--- src/rtl/nmsc_pkg.sv ---
// Shared types, constants and helpers for the NMEA sentence checker.
// Depends on nothing; every other file of the block uses it.
`timescale 1ns / 1ps
`default_nettype none

package nmsc_pkg;

  // Line buffer capacity and the position limit for finding the star.
  localparam int unsigned LINE_CAPACITY = 128;
  localparam int unsigned SCAN_LIMIT    = 75;

  localparam int unsigned COUNT_W  = $clog2(LINE_CAPACITY);
  localparam int unsigned LENGTH_W = 7;
  localparam int unsigned PREFIX_LEN = 6;
  localparam int unsigned NUM_KINDS  = 3;

  localparam logic [7:0] CHAR_NEWLINE = 8'h0A;
  localparam logic [7:0] CHAR_DOLLAR  = 8'h24;
  localparam logic [7:0] CHAR_STAR    = 8'h2A;
  localparam logic [7:0] CHAR_NUL     = 8'h00;

  // Sentence kind codes.
  localparam logic [1:0] KIND_OTHER = 2'd0;
  localparam logic [1:0] KIND_GGA   = 2'd1;
  localparam logic [1:0] KIND_GLL   = 2'd2;
  localparam logic [1:0] KIND_RMC   = 2'd3;

  // Sentence prefixes, one row per kind in the order GGA, GLL, RMC.
  localparam logic [7:0] PREFIX [NUM_KINDS][PREFIX_LEN] = '{
    '{8'h24, 8'h47, 8'h50, 8'h47, 8'h47, 8'h41},
    '{8'h24, 8'h47, 8'h50, 8'h47, 8'h4C, 8'h4C},
    '{8'h24, 8'h47, 8'h50, 8'h52, 8'h4D, 8'h43}
  };

  typedef enum logic [1:0] {
    PH_IDLE  = 2'd0,
    PH_SUM   = 2'd1,
    PH_CHECK = 2'd2,
    PH_FAIL  = 2'd3
  } phase_t;

  typedef struct packed {
    logic                sentence_valid;
    logic [1:0]          sentence_kind;
    logic [LENGTH_W-1:0] line_length;
    logic [7:0]          computed_checksum;
  } result_t;

  // Uppercase ASCII hex digit of the low nibble.
  function automatic logic [7:0] hex_digit(input logic [3:0] nibble);
    logic [7:0] d;
    if (nibble < 4'd10) begin
      d = 8'h30 + {4'd0, nibble};
    end else begin
      d = 8'h37 + {4'd0, nibble};
    end
    return d;
  endfunction

endpackage

`default_nettype wire

--- src/rtl/nmsc_frame.sv ---
// Per-line state of the NMEA sentence checker: framing, XOR sum, star and
// check-digit capture, prefix match. Uses nmsc_pkg.
`timescale 1ns / 1ps
`default_nettype none

module nmsc_frame (
  input  wire logic             clk,
  input  wire logic             rst_n,
  input  wire logic             step,
  input  wire logic [7:0]       rx_byte,
  output logic                  line_end,
  output nmsc_pkg::result_t     result
);

  logic [nmsc_pkg::COUNT_W-1:0] count_r, count_nxt;
  logic [7:0]                   xor_r, xor_nxt;
  nmsc_pkg::phase_t             phase_r, phase_nxt;
  logic [1:0]                   digits_r, digits_nxt;
  logic [7:0]                   first_r, first_nxt;
  logic [7:0]                   second_r, second_nxt;
  logic [nmsc_pkg::NUM_KINDS-1:0] match_r, match_nxt;

  logic in_prefix;
  logic past_limit;

  assign in_prefix  = 32'(count_r) < nmsc_pkg::PREFIX_LEN;
  assign past_limit = 32'(count_r) >= nmsc_pkg::SCAN_LIMIT;
  assign line_end   = (rx_byte == nmsc_pkg::CHAR_NEWLINE) ||
                      (32'(count_r) >= nmsc_pkg::LINE_CAPACITY - 1);

  // Phase transitions.
  always_comb begin
    phase_nxt = phase_r;
    if (line_end) begin
      phase_nxt = nmsc_pkg::PH_IDLE;
    end else begin
      unique case (phase_r)
        nmsc_pkg::PH_IDLE: begin
          phase_nxt = (rx_byte == nmsc_pkg::CHAR_DOLLAR) ? nmsc_pkg::PH_SUM
                                                         : nmsc_pkg::PH_FAIL;
        end
        nmsc_pkg::PH_SUM: begin
          if (past_limit || rx_byte == nmsc_pkg::CHAR_NUL) begin
            phase_nxt = nmsc_pkg::PH_FAIL;
          end else if (rx_byte == nmsc_pkg::CHAR_STAR) begin
            phase_nxt = nmsc_pkg::PH_CHECK;
          end
        end
        default: phase_nxt = phase_r;
      endcase
    end
  end

  // Data state of the line.
  always_comb begin
    count_nxt  = count_r;
    xor_nxt    = xor_r;
    digits_nxt = digits_r;
    first_nxt  = first_r;
    second_nxt = second_r;
    match_nxt  = match_r;
    if (line_end) begin
      count_nxt  = '0;
      xor_nxt    = '0;
      digits_nxt = '0;
      first_nxt  = '0;
      second_nxt = '0;
      match_nxt  = '1;
    end else begin
      count_nxt = count_r + 1'b1;
      if (in_prefix) begin
        for (int k = 0; k < nmsc_pkg::NUM_KINDS; k++) begin
          if (nmsc_pkg::PREFIX[k][count_r[2:0]] != rx_byte) begin
            match_nxt[k] = 1'b0;
          end
        end
      end
      if (phase_r == nmsc_pkg::PH_SUM && !past_limit &&
          rx_byte != nmsc_pkg::CHAR_NUL && rx_byte != nmsc_pkg::CHAR_STAR) begin
        xor_nxt = xor_r ^ rx_byte;
      end
      if (phase_r == nmsc_pkg::PH_CHECK) begin
        if (digits_r == 2'd0) begin
          first_nxt = rx_byte;
        end else if (digits_r == 2'd1) begin
          second_nxt = rx_byte;
        end
        if (digits_r < 2'd2) begin
          digits_nxt = digits_r + 2'd1;
        end
      end
    end
  end

  // Result of the line that ends on this beat.
  always_comb begin
    result.sentence_kind = nmsc_pkg::KIND_OTHER;
    if (!in_prefix) begin
      if (match_r[0]) begin
        result.sentence_kind = nmsc_pkg::KIND_GGA;
      end else if (match_r[1]) begin
        result.sentence_kind = nmsc_pkg::KIND_GLL;
      end else if (match_r[2]) begin
        result.sentence_kind = nmsc_pkg::KIND_RMC;
      end
    end
    result.sentence_valid = (phase_r == nmsc_pkg::PH_CHECK) &&
                            (first_r == nmsc_pkg::hex_digit(xor_r[7:4])) &&
                            (second_r == nmsc_pkg::hex_digit(xor_r[3:0]));
    result.line_length       = nmsc_pkg::LENGTH_W'(count_r);
    result.computed_checksum = xor_r;
  end

  always_ff @(posedge clk) begin
    if (!rst_n) begin
      count_r  <= '0;
      xor_r    <= '0;
      phase_r  <= nmsc_pkg::PH_IDLE;
      digits_r <= '0;
      first_r  <= '0;
      second_r <= '0;
      match_r  <= '1;
    end else if (step) begin
      count_r  <= count_nxt;
      xor_r    <= xor_nxt;
      phase_r  <= phase_nxt;
      digits_r <= digits_nxt;
      first_r  <= first_nxt;
      second_r <= second_nxt;
      match_r  <= match_nxt;
    end
  end

endmodule

`default_nettype wire

--- config.mk ---
export PLATFORM = sky130hd
export DESIGN_NAME = nmsc_frame
export DESIGN_NICKNAME = d
export VERILOG_FILES = /design/src/rtl/nmsc_pkg.sv /design/src/rtl/nmsc_frame.sv
export SDC_FILE = /design/constraint.sdc
export NUM_CORES = 1
export LEC_CHECK = 0
export ABC_AREA = 1
export BUFFER_PORTS_ARGS = -buffer_cell sky130_fd_sc_hd__buf_2
export CAP_MARGIN = 25
export CORE_MARGIN = 10
export CORE_UTILIZATION = 35
export DETAILED_ROUTE_END_ITERATION = 12
export GPL_TIMING_DRIVEN = 0
export SLEW_MARGIN = 20
export SYNTH_ARGS = -nofsm -noshare
export SYNTH_HDL_FRONTEND = slang
export SYNTH_SLANG_ARGS = --single-unit
--- constraint.sdc ---
create_clock -name clk -period 3.6 [get_ports clk]
set_clock_uncertainty 0.15 [all_clocks]
set_input_delay 0.72 -clock clk [delete_from_list [all_inputs] [get_ports clk]]
set_output_delay 0.72 -clock clk [all_outputs]
set_load 0.02 [all_outputs]
==> impl_metrics.csv <==
group,metric,value,unit
clock_tree,cts_resized,0,
sta,drv_slew,0,
pwr,irDropWorstVdd,0.0001302,V
placement,hpwl,5542,µm
sta,worst_hold_slack,301.8,ps
clock_tree,cts_max_path_buffers,2,
logic_synthesis,ys_ff_latch,38,
job,maxCapViolations,0,
setup_path,critPathTopFamily,"flip-flops",
detailed_routing,drt_pass1_iterations,4,
setup_path,setup.worst_path.class,"register to output pin",
layout,layout_common_cells,"nand2_1 (129), nor2_1 (46), inv_1 (45)",
layout,nets,475,
layout,drive_above_1_share,15.67,%
floorplan,die_h,106.9,µm
detailed_routing,wl_per_cell,12.73,µm
setup_path,critical_path.cell_chain,"inv_1, ha_1, o21ai_0, inv_1, nand2_1, nand2_1, nor2_1, nand3_1, nor2_1, buf_2",
detailed_routing,dr.first_iter.drc_count,92,
clock_tree,hold_buffers,0,
sta,relSlewSlack,50.88,%
global_routing,antenna_found_initial,0,
pwr,p_leak,1.407,nW
clock_tree,cts_max_level,2,
setup_path,arrival,2060,ps
setup_path,end_kind,"output pin",
placement,place.gp.congestion,0.8393,
sta,clock.fmax,0.3407,GHz
sta,hold_violations,0,
clock_tree,tritoncts,"done",
layout,antenna_cells,0,
detailed_routing,antenna_left,0,
logic_synthesis,ys_types,31,
pwr,p_sw,0.3213,mW
layout,final_util,40.94,%
sta,setup_viol,0,
floorplan,start_util,36.22,%
placement,place_ws,935.6,ps
global_routing,grt_pass1_wl,11960,µm
floorplan,dieWidth,106.9,µm
placement,io_buffers,28,
layout,post-route-cell-area,2985,µm²
floorplan,rows,31,
pwr,power.density,324.2,nW/µm²
detailed_routing,wirelength,7026,µm
global_routing,grt-ovfl-total,0,
pwr,combinationalPowerShare,21.3,%
sta,setup_tns,0,ps
global_routing,grt_max_degree,12,
clock_tree,cts-root-buf,"clkbuf_8",
layout,final_common_cell,"nand2_1",
setup_path,start_kind,"register",
layout,area_growth,13.03,%
run_status,outcome,"finished clean",
logic_synthesis,synth_area,2641,µm²
global_routing,grt_usage,12.63,%
pwr,internal_power,0.6465,mW
setup_path,cpMaxStageDelayCell,"dfxtp_1",
detailed_routing,vias,2624,
setup_path,max_stage_delay,470,ps
clock_tree,cts.sinks,38,
pwr,p_sw_share,33.20,%
logic_synthesis,yosys_warnings,0,
clock_tree,cts-buffers-inserted,5,
logic_synthesis,ys_seq_area_share,28.80,%
sta,fin_crit,2935,ps
clock_tree,clk_pin_slew,90,ps
sta,rsz0062_at_grt,"false",
placement,dpl_cell_area,2905,µm²
sta,timing.final.crit_share,81.53,%
logic_synthesis,yosysTopAreaCellShare,28.80,%
pwr,power.share.sequential,47.7,%
setup_path,timing.critical_path.buf_inv,3,
clock_tree,postCtsSetupBuffers,0,
layout,fill_cells,822,
global_routing,grt_pass1_vias,2560,
floorplan,coreArea,7292,µm²
floorplan,io_pins,30,
logic_synthesis,synth_top_area_cell,"dfxtp_1",
logic_synthesis,synth_cells,418,
sta,worst_slew_pin_slew,734.0,ps
pwr,clkPwrFrac,31.0,%
logic_synthesis,synthTopCellsByArea,"dfxtp_1 (29%), nand2_1 (18%), nor2_1 (6.5%)",
floorplan,dieArea,11420,µm²
logic_synthesis,synth_area_per_cell,6.319,µm²
clock_tree,worstSkewPairLatency,300,ps
setup_path,worst-path-max-fanout,5,
sta,layout_setup_ws,665.1,ps
detailed_routing,drc,0,
logic_synthesis,syn-num-nets,440,
hold_path,hp-class,"register to register",
setup_path,cp.required,2730,ps
detailed_routing,vias_per_cell,4.754,
[cell families after synthesis]
family | count (synthesis) | share of synthesized area [%]
compound gates | 52 | 10.66
xor+xnor | 15 | 4.974
fa+ha+maj | 11 | 5.211
buf+inv | 58 | 9.569
flops | 38 | 28.80
simple gates | 244 | 40.79
[worst paths after layout]
kind                                         startpoint                       to  slack, ps  depth (start not counted)
worst max-delay path              xor_r[0]$_SDFFE_PN0P_               result[17]        670                         10
worst min register to register  match_r[0]$_SDFFE_PN1P_  match_r[0]$_SDFFE_PN1P_        300                          2
worst max register to register  count_r[2]$_SDFFE_PN0P_  match_r[0]$_SDFFE_PN1P_       1520                         11
worst min-delay path            match_r[0]$_SDFFE_PN1P_  match_r[0]$_SDFFE_PN1P_        300                          2
[area by class of cell]
class	instances	area [µm²]	area share, %
well taps	99	123.9	4.149
clock inverters	1	7.507	0.2515
clock buffers	6	72.57	2.431
plain buffers	7	58.81	1.970
multi-input cells	322	1628	54.53
repair buffers	28	140.1	4.694
flip-flops and latches	38	760.7	25.48
inverters	51	193.9	6.496
[worst register-to-register path: cells and delay by family, from the launching register on]
family	cells	cell delay, ps
flip-flops	1	360
adder cells (fa/ha/maj)	1	410
AND/OR/NAND/NOR	8	670
buffers and inverters	2	440
[power by group through the flow]
stage | registers, mW | logic [mW] | clock network, mW
global placement | 0.471 | 0.205 | 0
detailed placement | 0.471 | 0.206 | 0
finish | 0.461 | 0.206 | 0.300
global route | 0.465 | 0.238 | 0.316
floorplan | 0.475 | 0.143 | 0
CTS | 0.461 | 0.207 | 0.305
[Yosys cell counts (all sizes together)]
master and number:
a21oi 26, ha 11, and3 1, inv 49, clkinv 2, or2 1, nand3b 2, a211oi 1
nand3 30, o211ai 3, nand2 133, dfxtp 38, xor2 10, o21ai 22, clkbuf 1, nor3 9
nand4 2, buf 6, xnor2 5, and2 1, nor2 65
[per-stage QoR]
stage | power, mW | std cells
4_1_cts | 0.9731 | 552
5_1_grt | 1.019 | 552
3_5_place_dp | 0.6775 | 545
2_1_floorplan | 0.6183 | 418
3_3_place_gp | 0.6754 | 545
6_report | 0.9677 | 552
[routing by layer]
layer | track usage, % | vias to the layer above | share of wire (%)
li1 | - | 1385 | -
met1 | 15.55 | 1170 | 48
met2 | 20.15 | 57 | 43
met3 | 3.473 | 12 | 6.6
met4 | 5.513 | 0 | 2.4
met5 | 0 | - | 0
[state kept, by name, summed over array words and instances (netlist names)]
| register | cells |
|---|---|
| phase_r | 2 |
| digits_r | 2 |
| match_r | 3 |
| second_r | 8 |
| xor_r | 8 |
| first_r | 8 |
| count_r | 7 |
No activity file was read; power rests on OpenSTA's default activity.
